### config.mk
export PLATFORM = sky130hd
export DESIGN_NAME = running_mean_variance_stats_flat
export DESIGN_NICKNAME = d
export VERILOG_FILES = /design/src/hw/rtl/rmv_pkg.sv /design/src/hw/rtl/rmv_in_if.sv /design/src/hw/rtl/rmv_out_if.sv /design/src/hw/rtl/rmv_ctrl.sv /design/src/hw/rtl/rmv_datapath.sv /design/src/hw/rtl/running_mean_variance_stats.sv /design/src/flat_wrapper.sv
export SDC_FILE = /design/constraint.sdc
export NUM_CORES = 2
export LEC_CHECK = 0
export BUFFER_PORTS_ARGS = -buffer_cell sky130_fd_sc_hd__buf_4
export CORE_MARGIN = 4
export CORE_UTILIZATION = 50
export CTS_BUF_LIST = sky130_fd_sc_hd__clkbuf_4
export CTS_CLUSTER_DIAMETER = 40
export DETAILED_ROUTE_END_ITERATION = 12
export GPL_TIMING_DRIVEN = 1
export PLACE_DENSITY = 0.74
export SYNTH_ARGS = -nofsm -noshare
export SYNTH_HDL_FRONTEND = slang
export SYNTH_SLANG_ARGS = --single-unit
### constraint.sdc
create_clock -name i_clk -period 11.1 [get_ports i_clk]
set_input_delay 1.11 -clock i_clk [delete_from_list [all_inputs] [get_ports i_clk]]
set_output_delay 1.11 -clock i_clk [all_outputs]
set_load 0.005 [all_outputs]
### src/hw/rtl/rmv_pkg.sv
`timescale 1ns / 1ps
// Shared widths, codes and controller/datapath command types for the running statistics engine.
package rmv_pkg;

    localparam int COUNT_BITS  = 24;
    localparam int SAMPLE_BITS = 16;
    localparam int SUM_W       = 40;
    localparam int SQ_W        = 54;
    localparam int PCOUNT_W    = 24;
    localparam int THRESH_W    = 24;
    localparam int MEAN_W      = 16;
    localparam int VAR_W       = 32;
    localparam int SE_W        = 16;
    localparam int TOTAL_W     = 24;
    localparam int STATUS_W    = 2;
    localparam int OPCODE_W    = 2;

    // widest of the count-like quantities, for compares across them
    localparam int CMP_W = (COUNT_BITS > PCOUNT_W) ? COUNT_BITS : PCOUNT_W;

    // one quotient bit per cycle over the widest dividend
    localparam int DIV_STEPS  = SQ_W;
    localparam int SQRT_STEPS = SE_W;
    localparam int STEP_W     = $clog2(DIV_STEPS);

    // root remainder: 4 * (2 * root) + 3 must fit
    localparam int SQ_REM_W = SE_W + 3;

    localparam logic [THRESH_W-1:0] CONVERGE_RESET = THRESH_W'(10000);

    localparam logic [OPCODE_W-1:0] OP_ADD   = 2'd0;
    localparam logic [OPCODE_W-1:0] OP_MERGE = 2'd1;
    localparam logic [OPCODE_W-1:0] OP_QUERY = 2'd2;

    localparam logic [STATUS_W-1:0] RS_VALID    = 2'd0;
    localparam logic [STATUS_W-1:0] RS_EMPTY    = 2'd1;
    localparam logic [STATUS_W-1:0] RS_NOT_CONV = 2'd2;

    typedef enum logic [1:0] {
        DIV_SEL_MEAN,
        DIV_SEL_SQ,
        DIV_SEL_SE
    } t_div_sel;

    typedef struct packed {
        logic     accept;     // apply the input beat (add or merge)
        logic     q_init;     // preset query results
        logic     div_load;
        t_div_sel div_sel;
        logic     div_step;
        logic     mean_take;
        logic     sq_take;    // square the saturated mean
        logic     var_take;
        logic     sqrt_load;
        logic     sqrt_step;
        logic     res_load;
    } t_dp_cmd;

    typedef struct packed {
        logic [OPCODE_W-1:0] opcode;
        logic                count_zero;
        logic                count_lt2;
        logic                out_free;
    } t_dp_status;

endpackage

### src/hw/rtl/rmv_in_if.sv
`timescale 1ns / 1ps
// Input channel: opcode and operands with valid/ready.
interface rmv_in_if import rmv_pkg::*; ();
    logic                          valid;
    logic                          ready;
    logic [OPCODE_W-1:0]           opcode;
    logic signed [SAMPLE_BITS-1:0] sample;
    logic signed [SUM_W-1:0]       partial_sum;
    logic [SQ_W-1:0]               partial_sum_sq;
    logic [PCOUNT_W-1:0]           partial_count;

    modport source (
        output valid, opcode, sample, partial_sum, partial_sum_sq, partial_count,
        input  ready
    );
    modport sink (
        input  valid, opcode, sample, partial_sum, partial_sum_sq, partial_count,
        output ready
    );
endinterface

### src/hw/rtl/rmv_out_if.sv
`timescale 1ns / 1ps
// Result channel: query statistics with valid/ready.
interface rmv_out_if import rmv_pkg::*; ();
    logic                     valid;
    logic                     ready;
    logic signed [MEAN_W-1:0] mean_value;
    logic [VAR_W-1:0]         variance_value;
    logic [SE_W-1:0]          standard_error;
    logic [TOTAL_W-1:0]       sample_total;
    logic                     is_converged;
    logic [STATUS_W-1:0]      result_status;
    logic                     overflowed;

    modport source (
        output valid, mean_value, variance_value, standard_error, sample_total,
               is_converged, result_status, overflowed,
        input  ready
    );
    modport sink (
        input  valid, mean_value, variance_value, standard_error, sample_total,
               is_converged, result_status, overflowed,
        output ready
    );
endinterface

### src/hw/rtl/rmv_ctrl.sv
`timescale 1ns / 1ps
// Sequencer: input handshake and the query steps through divider and square root.
module rmv_ctrl import rmv_pkg::*; (
    input  logic       i_clk,
    input  logic       i_rst_n,
    input  logic       i_in_valid,
    output logic       o_in_ready,
    input  t_dp_status i_status,
    output t_dp_cmd    o_cmd
);

    typedef enum logic [3:0] {
        S_IDLE,
        S_Q_START,
        S_DIV_MEAN,
        S_MEAN_FIX,
        S_SQ_LOAD,
        S_DIV_SQ,
        S_VAR_FIX,
        S_SE_LOAD,
        S_DIV_SE,
        S_SQRT_LOAD,
        S_SQRT,
        S_RESULT
    } t_state;

    t_state            r_state, n_state;
    logic [STEP_W-1:0] r_cnt, n_cnt;
    logic              accept;
    logic              div_last;
    logic              sqrt_last;

    assign o_in_ready = (r_state == S_IDLE);
    assign accept     = i_in_valid && (r_state == S_IDLE);
    assign div_last   = (r_cnt == STEP_W'(DIV_STEPS - 1));
    assign sqrt_last  = (r_cnt == STEP_W'(SQRT_STEPS - 1));

    always_comb begin
        n_state = r_state;
        n_cnt   = r_cnt;
        o_cmd   = '0;
        o_cmd.div_sel = DIV_SEL_MEAN;
        unique case (r_state)
            S_IDLE: begin
                o_cmd.accept = accept;
                if (accept && i_status.opcode == OP_QUERY) begin
                    n_state = S_Q_START;
                end
            end
            S_Q_START: begin
                o_cmd.q_init = 1'b1;
                if (i_status.count_zero) begin
                    n_state = S_RESULT;
                end else begin
                    o_cmd.div_load = 1'b1;
                    o_cmd.div_sel  = DIV_SEL_MEAN;
                    n_state        = S_DIV_MEAN;
                end
            end
            S_DIV_MEAN, S_DIV_SQ, S_DIV_SE: begin
                o_cmd.div_step = 1'b1;
                if (div_last) begin
                    n_cnt = '0;
                    unique case (r_state)
                        S_DIV_MEAN: n_state = S_MEAN_FIX;
                        S_DIV_SQ:   n_state = S_VAR_FIX;
                        default:    n_state = S_SQRT_LOAD;
                    endcase
                end else begin
                    n_cnt = r_cnt + STEP_W'(1);
                end
            end
            S_MEAN_FIX: begin
                o_cmd.mean_take = 1'b1;
                n_state = i_status.count_lt2 ? S_RESULT : S_SQ_LOAD;
            end
            S_SQ_LOAD: begin
                o_cmd.sq_take  = 1'b1;
                o_cmd.div_load = 1'b1;
                o_cmd.div_sel  = DIV_SEL_SQ;
                n_state        = S_DIV_SQ;
            end
            S_VAR_FIX: begin
                o_cmd.var_take = 1'b1;
                n_state        = S_SE_LOAD;
            end
            S_SE_LOAD: begin
                o_cmd.div_load = 1'b1;
                o_cmd.div_sel  = DIV_SEL_SE;
                n_state        = S_DIV_SE;
            end
            S_SQRT_LOAD: begin
                o_cmd.sqrt_load = 1'b1;
                n_state         = S_SQRT;
            end
            S_SQRT: begin
                o_cmd.sqrt_step = 1'b1;
                if (sqrt_last) begin
                    n_cnt   = '0;
                    n_state = S_RESULT;
                end else begin
                    n_cnt = r_cnt + STEP_W'(1);
                end
            end
            S_RESULT: begin
                // hold until the output register can take the result
                if (i_status.out_free) begin
                    o_cmd.res_load = 1'b1;
                    n_state        = S_IDLE;
                end
            end
            default: begin
                n_state = S_IDLE;
                n_cnt   = '0;
            end
        endcase
    end

    always_ff @(posedge i_clk) begin
        if (!i_rst_n) begin
            r_state <= S_IDLE;
            r_cnt   <= '0;
        end else begin
            r_state <= n_state;
            r_cnt   <= n_cnt;
        end
    end

    a_load_only_when_free: assert property (@(posedge i_clk) disable iff (!i_rst_n)
        o_cmd.res_load |-> i_status.out_free)
        else $error("result loaded while output register still occupied");

    a_idle_count_clear: assert property (@(posedge i_clk) disable iff (!i_rst_n)
        (r_state == S_IDLE) |-> (r_cnt == '0))
        else $error("step counter not cleared at idle");

    a_query_starts: assert property (@(posedge i_clk) disable iff (!i_rst_n)
        (accept && i_status.opcode == OP_QUERY) |=> (r_state == S_Q_START))
        else $error("accepted query did not start");

endmodule

### src/hw/rtl/rmv_datapath.sv
`timescale 1ns / 1ps
// Accumulators, shared restoring divider, digit square root and output register.
module rmv_datapath import rmv_pkg::*; (
    input  logic                          i_clk,
    input  logic                          i_rst_n,
    input  t_dp_cmd                       i_cmd,
    output t_dp_status                    o_status,
    input  logic                          i_cfg_we,
    input  logic [THRESH_W-1:0]           i_cfg_wdata,
    input  logic [OPCODE_W-1:0]           i_opcode,
    input  logic signed [SAMPLE_BITS-1:0] i_sample,
    input  logic signed [SUM_W-1:0]       i_partial_sum,
    input  logic [SQ_W-1:0]               i_partial_sum_sq,
    input  logic [PCOUNT_W-1:0]           i_partial_count,
    input  logic                          i_out_ready,
    output logic                          o_out_valid,
    output logic signed [MEAN_W-1:0]      o_mean_value,
    output logic [VAR_W-1:0]              o_variance_value,
    output logic [SE_W-1:0]               o_standard_error,
    output logic [TOTAL_W-1:0]            o_sample_total,
    output logic                          o_is_converged,
    output logic [STATUS_W-1:0]           o_result_status,
    output logic                          o_overflowed
);

    localparam logic [SQ_W-1:0] NEG_LIMIT = SQ_W'(1) << (MEAN_W - 1);
    localparam logic [SQ_W-1:0] POS_LIMIT = NEG_LIMIT - SQ_W'(1);
    localparam logic [SQ_W-1:0] VAR_LIMIT = SQ_W'({VAR_W{1'b1}});

    // architectural state
    logic [SUM_W-1:0]      r_sum;
    logic [SQ_W-1:0]       r_sum_sq;
    logic [COUNT_BITS-1:0] r_count;
    logic                  r_ovf;
    logic [THRESH_W-1:0]   r_thresh;

    // query working registers
    logic [COUNT_BITS-1:0] r_rem;
    logic [SQ_W-1:0]       r_dq;
    logic [MEAN_W:0]       r_mean_mag;
    logic [MEAN_W-1:0]     r_mean;
    logic [2*MEAN_W+1:0]   r_m2;
    logic [VAR_W-1:0]      r_var;
    logic [VAR_W-1:0]      r_sq_x;
    logic [SQ_REM_W-1:0]   r_sq_rem;
    logic [SE_W-1:0]       r_se;

    // output register
    logic                  r_out_valid;
    logic [MEAN_W-1:0]     r_o_mean;
    logic [VAR_W-1:0]      r_o_var;
    logic [SE_W-1:0]       r_o_se;
    logic [TOTAL_W-1:0]    r_o_total;
    logic                  r_o_conv;
    logic [STATUS_W-1:0]   r_o_status;
    logic                  r_o_ovf;

    logic signed [2*SAMPLE_BITS-1:0] sample_sq;
    logic [SUM_W-1:0]      sample_ext;
    logic                  count_full;
    logic                  merge_ovf;
    logic [CMP_W-1:0]      count_ext;
    logic                  sum_neg;
    logic [SUM_W-1:0]      sum_mag;
    logic [COUNT_BITS:0]   div_shift;
    logic [COUNT_BITS:0]   div_diff;
    logic                  div_ge;
    logic [SQ_W-1:0]       div_dividend;
    logic [MEAN_W:0]       mean_mag;
    logic [MEAN_W:0]       mean_neg;
    logic [SQ_W-1:0]       var_diff;
    logic [SQ_REM_W-1:0]   sq_shift;
    logic [SQ_REM_W-1:0]   sq_trial;
    logic                  sq_ge;
    logic                  conv;

    assign sample_sq  = (2*SAMPLE_BITS)'(i_sample) * (2*SAMPLE_BITS)'(i_sample);
    assign sample_ext = {{(SUM_W - SAMPLE_BITS){i_sample[SAMPLE_BITS-1]}}, i_sample};
    assign count_full = &r_count;
    assign count_ext  = CMP_W'(r_count);
    // ~count is the headroom up to saturation
    assign merge_ovf  = CMP_W'(i_partial_count) > CMP_W'(~r_count);

    assign sum_neg = r_sum[SUM_W-1];
    assign sum_mag = sum_neg ? (SUM_W'(0) - r_sum) : r_sum;

    always_comb begin
        case (i_cmd.div_sel)
            DIV_SEL_SQ: div_dividend = r_sum_sq;
            DIV_SEL_SE: div_dividend = SQ_W'(r_var);
            default:    div_dividend = SQ_W'(sum_mag);
        endcase
    end

    assign div_shift = {r_rem, r_dq[SQ_W-1]};
    assign div_diff  = div_shift - {1'b0, r_count};
    assign div_ge    = div_shift >= {1'b0, r_count};

    always_comb begin
        if (sum_neg) begin
            mean_mag = (r_dq > NEG_LIMIT) ? NEG_LIMIT[MEAN_W:0] : r_dq[MEAN_W:0];
        end else begin
            mean_mag = (r_dq > POS_LIMIT) ? POS_LIMIT[MEAN_W:0] : r_dq[MEAN_W:0];
        end
    end
    assign mean_neg = (MEAN_W + 1)'(0) - mean_mag;

    assign var_diff = (r_dq > SQ_W'(r_m2)) ? (r_dq - SQ_W'(r_m2)) : '0;

    assign sq_shift = {r_sq_rem[SQ_REM_W-3:0], r_sq_x[VAR_W-1 -: 2]};
    assign sq_trial = SQ_REM_W'({r_se, 2'b01});
    assign sq_ge    = sq_shift >= sq_trial;

    assign conv = count_ext >= CMP_W'(r_thresh);

    assign o_status.opcode     = i_opcode;
    assign o_status.count_zero = (r_count == '0);
    assign o_status.count_lt2  = (r_count < COUNT_BITS'(2));
    assign o_status.out_free   = !r_out_valid || i_out_ready;

    // totals, flag, threshold and output valid
    always_ff @(posedge i_clk) begin
        if (!i_rst_n) begin
            r_sum       <= '0;
            r_sum_sq    <= '0;
            r_count     <= '0;
            r_ovf       <= 1'b0;
            r_thresh    <= CONVERGE_RESET;
            r_out_valid <= 1'b0;
        end else begin
            if (i_cfg_we) begin
                r_thresh <= i_cfg_wdata;
            end
            if (i_cmd.accept) begin
                case (i_opcode)
                    OP_ADD: begin
                        if (count_full) begin
                            r_ovf <= 1'b1;
                        end else begin
                            r_sum    <= r_sum + sample_ext;
                            r_sum_sq <= r_sum_sq + SQ_W'($unsigned(sample_sq));
                            r_count  <= r_count + COUNT_BITS'(1);
                        end
                    end
                    OP_MERGE: begin
                        if (merge_ovf) begin
                            r_ovf <= 1'b1;
                        end else begin
                            r_sum    <= r_sum + $unsigned(i_partial_sum);
                            r_sum_sq <= r_sum_sq + i_partial_sum_sq;
                            r_count  <= COUNT_BITS'(count_ext + CMP_W'(i_partial_count));
                        end
                    end
                    default: ;
                endcase
            end
            if (i_cmd.res_load) begin
                r_out_valid <= 1'b1;
            end else if (i_out_ready) begin
                r_out_valid <= 1'b0;
            end
        end
    end

    // query working registers
    always_ff @(posedge i_clk) begin
        if (i_cmd.q_init) begin
            r_mean     <= '0;
            r_mean_mag <= '0;
            r_var      <= '1;
        end
        if (i_cmd.div_load) begin
            r_rem <= '0;
            r_dq  <= div_dividend;
        end else if (i_cmd.div_step) begin
            r_rem <= div_ge ? div_diff[COUNT_BITS-1:0] : div_shift[COUNT_BITS-1:0];
            r_dq  <= {r_dq[SQ_W-2:0], div_ge};
        end
        if (i_cmd.mean_take) begin
            r_mean_mag <= mean_mag;
            r_mean     <= sum_neg ? mean_neg[MEAN_W-1:0] : mean_mag[MEAN_W-1:0];
        end
        if (i_cmd.sq_take) begin
            r_m2 <= (2*MEAN_W+2)'(r_mean_mag) * (2*MEAN_W+2)'(r_mean_mag);
        end
        if (i_cmd.var_take) begin
            r_var <= (var_diff > VAR_LIMIT) ? '1 : var_diff[VAR_W-1:0];
        end
        // root builds up in r_se; preset to all ones covers counts below two
        if (i_cmd.q_init) begin
            r_se <= '1;
        end else if (i_cmd.sqrt_load) begin
            r_sq_x   <= r_dq[VAR_W-1:0];
            r_sq_rem <= '0;
            r_se     <= '0;
        end else if (i_cmd.sqrt_step) begin
            r_sq_x   <= {r_sq_x[VAR_W-3:0], 2'b00};
            r_sq_rem <= sq_ge ? (sq_shift - sq_trial) : sq_shift;
            r_se     <= {r_se[SE_W-2:0], sq_ge};
        end
        if (i_cmd.res_load) begin
            r_o_mean   <= r_mean;
            r_o_var    <= r_var;
            r_o_se     <= r_se;
            r_o_total  <= TOTAL_W'(count_ext);
            r_o_conv   <= conv;
            r_o_status <= (r_count == '0) ? RS_EMPTY : (conv ? RS_VALID : RS_NOT_CONV);
            r_o_ovf    <= r_ovf;
        end
    end

    assign o_out_valid      = r_out_valid;
    assign o_mean_value     = $signed(r_o_mean);
    assign o_variance_value = r_o_var;
    assign o_standard_error = r_o_se;
    assign o_sample_total   = r_o_total;
    assign o_is_converged   = r_o_conv;
    assign o_result_status  = r_o_status;
    assign o_overflowed     = r_o_ovf;

    a_ovf_sticky: assert property (@(posedge i_clk) disable iff (!i_rst_n)
        ($past(i_rst_n) && $past(r_ovf)) |-> r_ovf)
        else $error("overflow flag cleared outside reset");

    a_count_monotonic: assert property (@(posedge i_clk) disable iff (!i_rst_n)
        $past(i_rst_n) |-> (r_count >= $past(r_count)))
        else $error("sample count decreased");

    a_out_hold: assert property (@(posedge i_clk) disable iff (!i_rst_n)
        (r_out_valid && !i_out_ready) |=>
            (r_out_valid && $stable(r_o_var) && $stable(r_o_total)))
        else $error("result beat changed while stalled");

endmodule

### src/hw/rtl/running_mean_variance_stats.sv
`timescale 1ns / 1ps
// Top level of the running mean / variance statistics engine.
//
// Input channel i_in (valid/ready) carries an opcode and its operands. Add folds one
// Q8.8 sample into the sum, sum of squares and count; merge adds another engine's
// partial totals. Neither produces a result, so they stream at one
// beat per cycle while ready is high. Query produces one beat on o_out.
// A query runs up to three 54-step divisions on the one shared bit-serial divider
// and a 16-step square root (one division when the count is one, none when it is
// zero); ready stays low until the result is loaded into the free output register.
// If the receiver stalls, the result waits in the output register; the engine
// still takes add and merge beats, but a later query waits for the slot to clear.
// i_cfg_we / i_cfg_wdata write the converge threshold; write only when idle.
// Synchronous active-low reset clears the totals, count and overflow flag, sets the
// threshold to 10000 and empties the output register.
module running_mean_variance_stats import rmv_pkg::*; (
    input  logic                i_clk,
    input  logic                i_rst_n,
    rmv_in_if.sink              i_in,
    rmv_out_if.source           o_out,
    input  logic                i_cfg_we,
    input  logic [THRESH_W-1:0] i_cfg_wdata
);

    t_dp_cmd    cmd;
    t_dp_status status;

    rmv_ctrl u_ctrl (
        .i_clk      (i_clk),
        .i_rst_n    (i_rst_n),
        .i_in_valid (i_in.valid),
        .o_in_ready (i_in.ready),
        .i_status   (status),
        .o_cmd      (cmd)
    );

    rmv_datapath u_datapath (
        .i_clk            (i_clk),
        .i_rst_n          (i_rst_n),
        .i_cmd            (cmd),
        .o_status         (status),
        .i_cfg_we         (i_cfg_we),
        .i_cfg_wdata      (i_cfg_wdata),
        .i_opcode         (i_in.opcode),
        .i_sample         (i_in.sample),
        .i_partial_sum    (i_in.partial_sum),
        .i_partial_sum_sq (i_in.partial_sum_sq),
        .i_partial_count  (i_in.partial_count),
        .i_out_ready      (o_out.ready),
        .o_out_valid      (o_out.valid),
        .o_mean_value     (o_out.mean_value),
        .o_variance_value (o_out.variance_value),
        .o_standard_error (o_out.standard_error),
        .o_sample_total   (o_out.sample_total),
        .o_is_converged   (o_out.is_converged),
        .o_result_status  (o_out.result_status),
        .o_overflowed     (o_out.overflowed)
    );

endmodule
### src/flat_wrapper.sv
// flat-port wrapper written by rule: the top's interface ports become plain ports
module running_mean_variance_stats_flat import rmv_pkg::*;
  (i_clk, i_rst_n, i_cfg_we, i_cfg_wdata, i_in_valid, i_in_opcode, i_in_sample, i_in_partial_sum, i_in_partial_sum_sq, i_in_partial_count, i_in_ready, o_out_valid, o_out_mean_value, o_out_variance_value, o_out_standard_error, o_out_sample_total, o_out_is_converged, o_out_result_status, o_out_overflowed, o_out_ready);
  rmv_in_if i_in_i ();
  rmv_out_if o_out_i ();
  input  logic i_clk;
  input  logic i_rst_n;
  input  logic i_cfg_we;
  input  logic [THRESH_W-1:0] i_cfg_wdata;
  input wire logic [$bits(i_in_i.valid)-1:0] i_in_valid;
  input wire logic [$bits(i_in_i.opcode)-1:0] i_in_opcode;
  input wire logic [$bits(i_in_i.sample)-1:0] i_in_sample;
  input wire logic [$bits(i_in_i.partial_sum)-1:0] i_in_partial_sum;
  input wire logic [$bits(i_in_i.partial_sum_sq)-1:0] i_in_partial_sum_sq;
  input wire logic [$bits(i_in_i.partial_count)-1:0] i_in_partial_count;
  output wire logic [$bits(i_in_i.ready)-1:0] i_in_ready;
  output wire logic [$bits(o_out_i.valid)-1:0] o_out_valid;
  output wire logic [$bits(o_out_i.mean_value)-1:0] o_out_mean_value;
  output wire logic [$bits(o_out_i.variance_value)-1:0] o_out_variance_value;
  output wire logic [$bits(o_out_i.standard_error)-1:0] o_out_standard_error;
  output wire logic [$bits(o_out_i.sample_total)-1:0] o_out_sample_total;
  output wire logic [$bits(o_out_i.is_converged)-1:0] o_out_is_converged;
  output wire logic [$bits(o_out_i.result_status)-1:0] o_out_result_status;
  output wire logic [$bits(o_out_i.overflowed)-1:0] o_out_overflowed;
  input wire logic [$bits(o_out_i.ready)-1:0] o_out_ready;
  assign i_in_i.valid = i_in_valid;
  assign i_in_i.opcode = i_in_opcode;
  assign i_in_i.sample = i_in_sample;
  assign i_in_i.partial_sum = i_in_partial_sum;
  assign i_in_i.partial_sum_sq = i_in_partial_sum_sq;
  assign i_in_i.partial_count = i_in_partial_count;
  assign i_in_ready = i_in_i.ready;
  assign o_out_valid = o_out_i.valid;
  assign o_out_mean_value = o_out_i.mean_value;
  assign o_out_variance_value = o_out_i.variance_value;
  assign o_out_standard_error = o_out_i.standard_error;
  assign o_out_sample_total = o_out_i.sample_total;
  assign o_out_is_converged = o_out_i.is_converged;
  assign o_out_result_status = o_out_i.result_status;
  assign o_out_overflowed = o_out_i.overflowed;
  assign o_out_i.ready = o_out_ready;
  running_mean_variance_stats u_core (.i_clk(i_clk), .i_rst_n(i_rst_n), .i_in(i_in_i), .o_out(o_out_i), .i_cfg_we(i_cfg_we), .i_cfg_wdata(i_cfg_wdata));
endmodule
==> metrics.md <==
| Metric | Value |
|---|---|
| Outcome | completed |
| Fmax | ~100 MHz |
| Hold path start | i_cfg_wdata[2] |
| Area Overhead vs Synth | 10.0% |
| Worst Reg-to-Reg Cells | 21 |
| Synth Area in Compound Gates | 16.1% |
| Share of layout cells above drive strength 1 | under 10% |
| Crit path largest cell delay | 0.56 ns |
| Total GRT Usage | 27.1% |
| Reg2reg end | u_core.u_datapath.r_m2[33] |
| Die width | approximately 320 µm |
| Slew of the pin with the lowest slew margin | ~1.2 ns |
| Storage cell area | 0.0127 mm² |
| Gpl congestion | 0.953 |
| Setup_tns | 0 ns |
| Detail Route Antenna Nets | 0 |
| Share of the clock period used by the worst path | 89.2% |
| Max Cap Violations | 0 |
| RSZ-0062 raised after global routing | no |
| Drt first pass iters | 6 |
| # setup viols final | 0 |
| Initial Utilization | about half |
| Hold Path Class | primary input to register |
| Die area | 0.105 mm² |
| Syn_nets | 6,752 |
| Max clock buf depth | 3 |
| GR Overflow Total | 0 |
| Fin cells | 7,319 |
| Dpl hpwl | about 110,000 µm |
| Met3 Use GR | under 10% |
| Post-Syn Area | 0.0498 mm² |
| Most frequent cells in the layout | inv_1, nand2_1, ha_1 |
| Vias | 41,967 |
| CP max-delay cell | fa_1 |
| Simple-Gate Fraction of Synth Area | 16.4% |
| CP Launch Point | i_in_sample[15] |
| Cts hold-fix bufs | 0 |
| Most common cell after layout, fill and taps aside | inv_1 |
| Syn_area_per_cell | 8.72 µm² |
| Async set-or-reset flop fraction in the synthesized netlist | 0% |
| Wirelength per Cell | just under 20 µm |
| Vias per std cell | 5.73 |
| Kind of critical path | primary input to register |
| Fillcell total | 8,930 |
| Top cell type by total area after synthesis | edfxtp_1 |
| H-tree depth | 4 |
| Vias in the first global route | 41,175 |
| Fin crit period | slightly below 10 ns |
| Clk pin slew, worst setup/hold paths | 0.06 ns |
| Post-synth EDFFs | between 200 and 300 |
| Yosys reg bits | 486 |
| Seq/Total Area, Yosys | roughly a quarter |
| FF-to-FF setup slack | 3.63 ns |
| Most frequent CP cell | a21o_1 |
| Synth unique cells | 74 |
| Hold depth | 3 |
| Initial DRC count | 3,418 |
| Met1 usage | 37.6% |
| Hold Violations, Final | 0 |
| Port Buffers | 258 |
| CTS buffer count | 139 |
| Crit end category | register |
| Post-synthesis xor/xnor area fraction | 4.69% |
| Final wirelength | 143,000 µm |
| Post-CTS Repair Setup Buffers | 0 |
| Mux cell area share after synthesis | 1.25% |
| Crit path launch type | primary input |
| Boundary Pins | approximately 260 |
| Worst slack, placed | 0.257 ns |
| Cell Rows | 115 |
| Dpl cells | about 7,100 |
| # DRC | 0 |
| WP data arrival | 10.77 ns |
| CTS tree | built |
| Synth Instances | 5,713 |
| Top Usage Layer GRT | met2 |
| Setup Skew | 0.0745 ns |
| Clock Root Buffer | clkbuf_4 |
| Global-route wire length before repair | approximately 230,000 µm |
| Pin count of the biggest net entering global routing | 85 |
| Initial antenna violation count | 13 |
| Synth Flop Type | edfxtp_1 |
| Relative slew slack | 18.8% |
| Reg-to-Reg Start | u_core.u_datapath.r_mean_mag[12] |
| Synth Area in Adders | 28.4% |
| Fin. max-slew vios | 0 |
| Post-CTS Resized | 0 |
| Footprint of the multi-input gates | between 0.03 and 0.04 mm² |
| Worst hold endpoint | u_core.u_datapath.r_thresh[2] |
| Post-route worst setup slack | around 1.2 ns |
| Warnings from Yosys | 0 |
| Synth top area cells | edfxtp_1, fa_1, ha_1 |
| Post-synth top area share | 17.6% |
| CTS sink count | just under 500 |
| Clk_lat worst skew | 1.00 ns |
| Crit-path max FO | 17 |
| Required @ worst endpoint | 11.97 ns |
| Die H | around 320 µm |
| Nets | 6,961 |
| Largest family of logic cells by synthesized area | adder cells |
| Grt met2 use | 43.1% |
| Core Footprint | 0.0986 mm² |
## per-layer routing
| layer | vias up | share of wire [%] |
|---|---|---|
| li1 | 19929 | - |
| met1 | 20324 | 44 |
| met2 | 1438 | 46 |
| met3 | 272 | 7.3 |
| met4 | 4 | 3.4 |
| met5 | - | 0.018 |
## synthesized netlist by cell type (10+ instances only)
cell	number
nand2_1	717
o311ai_0	10
a211oi_1	40
o41ai_1	14
and2_1	163
nand3_1	103
dfxtp_1	194
and3_1	38
a21o_1	146
nor2b_1	46
a211o_1	11
o21ai_0	278
mux2i_1	59
nand3b_1	14
a21oi_1	368
o31a_1	10
nor2_1	329
inv_1	779
o31ai_1	39
nor4_1	35
a22oi_1	34
a2111oi_0	10
edfxtp_1	292
or2_2	20
nand4_1	54
xor2_1	77
or3_1	42
o21a_1	40
a2bb2oi_1	16
a31oi_1	45
xnor2_1	190
nand2b_1	51
buf_1	13
o211ai_1	58
fa_1	431
a21boi_0	16
o221ai_1	17
nor3_1	81
or4_1	11
ha_1	443
o21bai_1	38
clkbuf_1	227
## cell families after synthesis
family	Yosys count
mux	62
simple gates	1739
buf+inv	1020
compound gates	1264
fa+ha+maj	874
xor+xnor	267
flops	486
other cells	1
## registers in the layout (all words and copies together), names as in the netlist, 2 cells and up
name and cells:
u_core.u_ctrl.r_cnt 6, u_core.u_ctrl.r_state 4, u_core.u_datapath.count_ext 24, u_core.u_datapath.o_mean_value 16, u_core.u_datapath.o_result_status 2, u_core.u_datapath.o_sample_total 24, u_core.u_datapath.o_standard_error 16, u_core.u_datapath.o_variance_value 32
u_core.u_datapath.r_dq 54, u_core.u_datapath.r_m2 33, u_core.u_datapath.r_mean 16, u_core.u_datapath.r_mean_mag 16, u_core.u_datapath.r_rem 24, u_core.u_datapath.r_se 16, u_core.u_datapath.r_sq_rem 17, u_core.u_datapath.r_sq_x 32
u_core.u_datapath.r_sum 40, u_core.u_datapath.r_sum_sq 54, u_core.u_datapath.r_thresh 24, u_core.u_datapath.r_var 32
## through the flow
step / area, µm² / hold slack [ns] / utilization (%)
2_1_floorplan: 49800 / 0.400 / -
3_3_place_gp: 52900 / 0.404 / 53.7
3_5_place_dp: 52900 / 0.405 / 53.7
4_1_cts: 54800 / 0.221 / 55.6
5_1_grt: 54800 / 0.260 / 55.6
6_report: 54800 / 0.351 / 55.6
## worst max-delay path by stage
stage,to,slack [ns],depth (start not counted)
5_1_grt,u_core.u_datapath.r_sum_sq[49],0.62,37
3_5_place_dp,u_core.u_datapath.r_sum_sq[51],0.26,38
4_1_cts,u_core.u_datapath.r_sum_sq[49],1.35,37
6_report,u_core.u_datapath.r_sum_sq[49],1.20,37
2_1_floorplan,u_core.u_datapath.r_sum_sq[51],1.03,32
3_3_place_gp,u_core.u_datapath.r_sum_sq[51],0.45,38
## area by class of cell
class	count	share of cell area, %
antenna	9	0.0411
clock buffer	200	2.74
clock inverter	42	0.650
inverter	780	5.34
multi-input combinational	4207	61.0
sequential	486	23.1
tap	1287	2.94
timing repair buffer	308	4.22
## critical path: cells and delay by family
kind | cells | cell delay, ns
AOI/OAI and AO/OA | 18 | 4.25
adders and majority gates | 8 | 3.68
buffers and inverters | 7 | 1.10
muxes | 1 | 0.13
and+or+nand+nor | 3 | 0.48
Power is left out: the tool's default activity adds up to more than one toggle a clock period on the data nets, which glitch-free logic cannot reach.
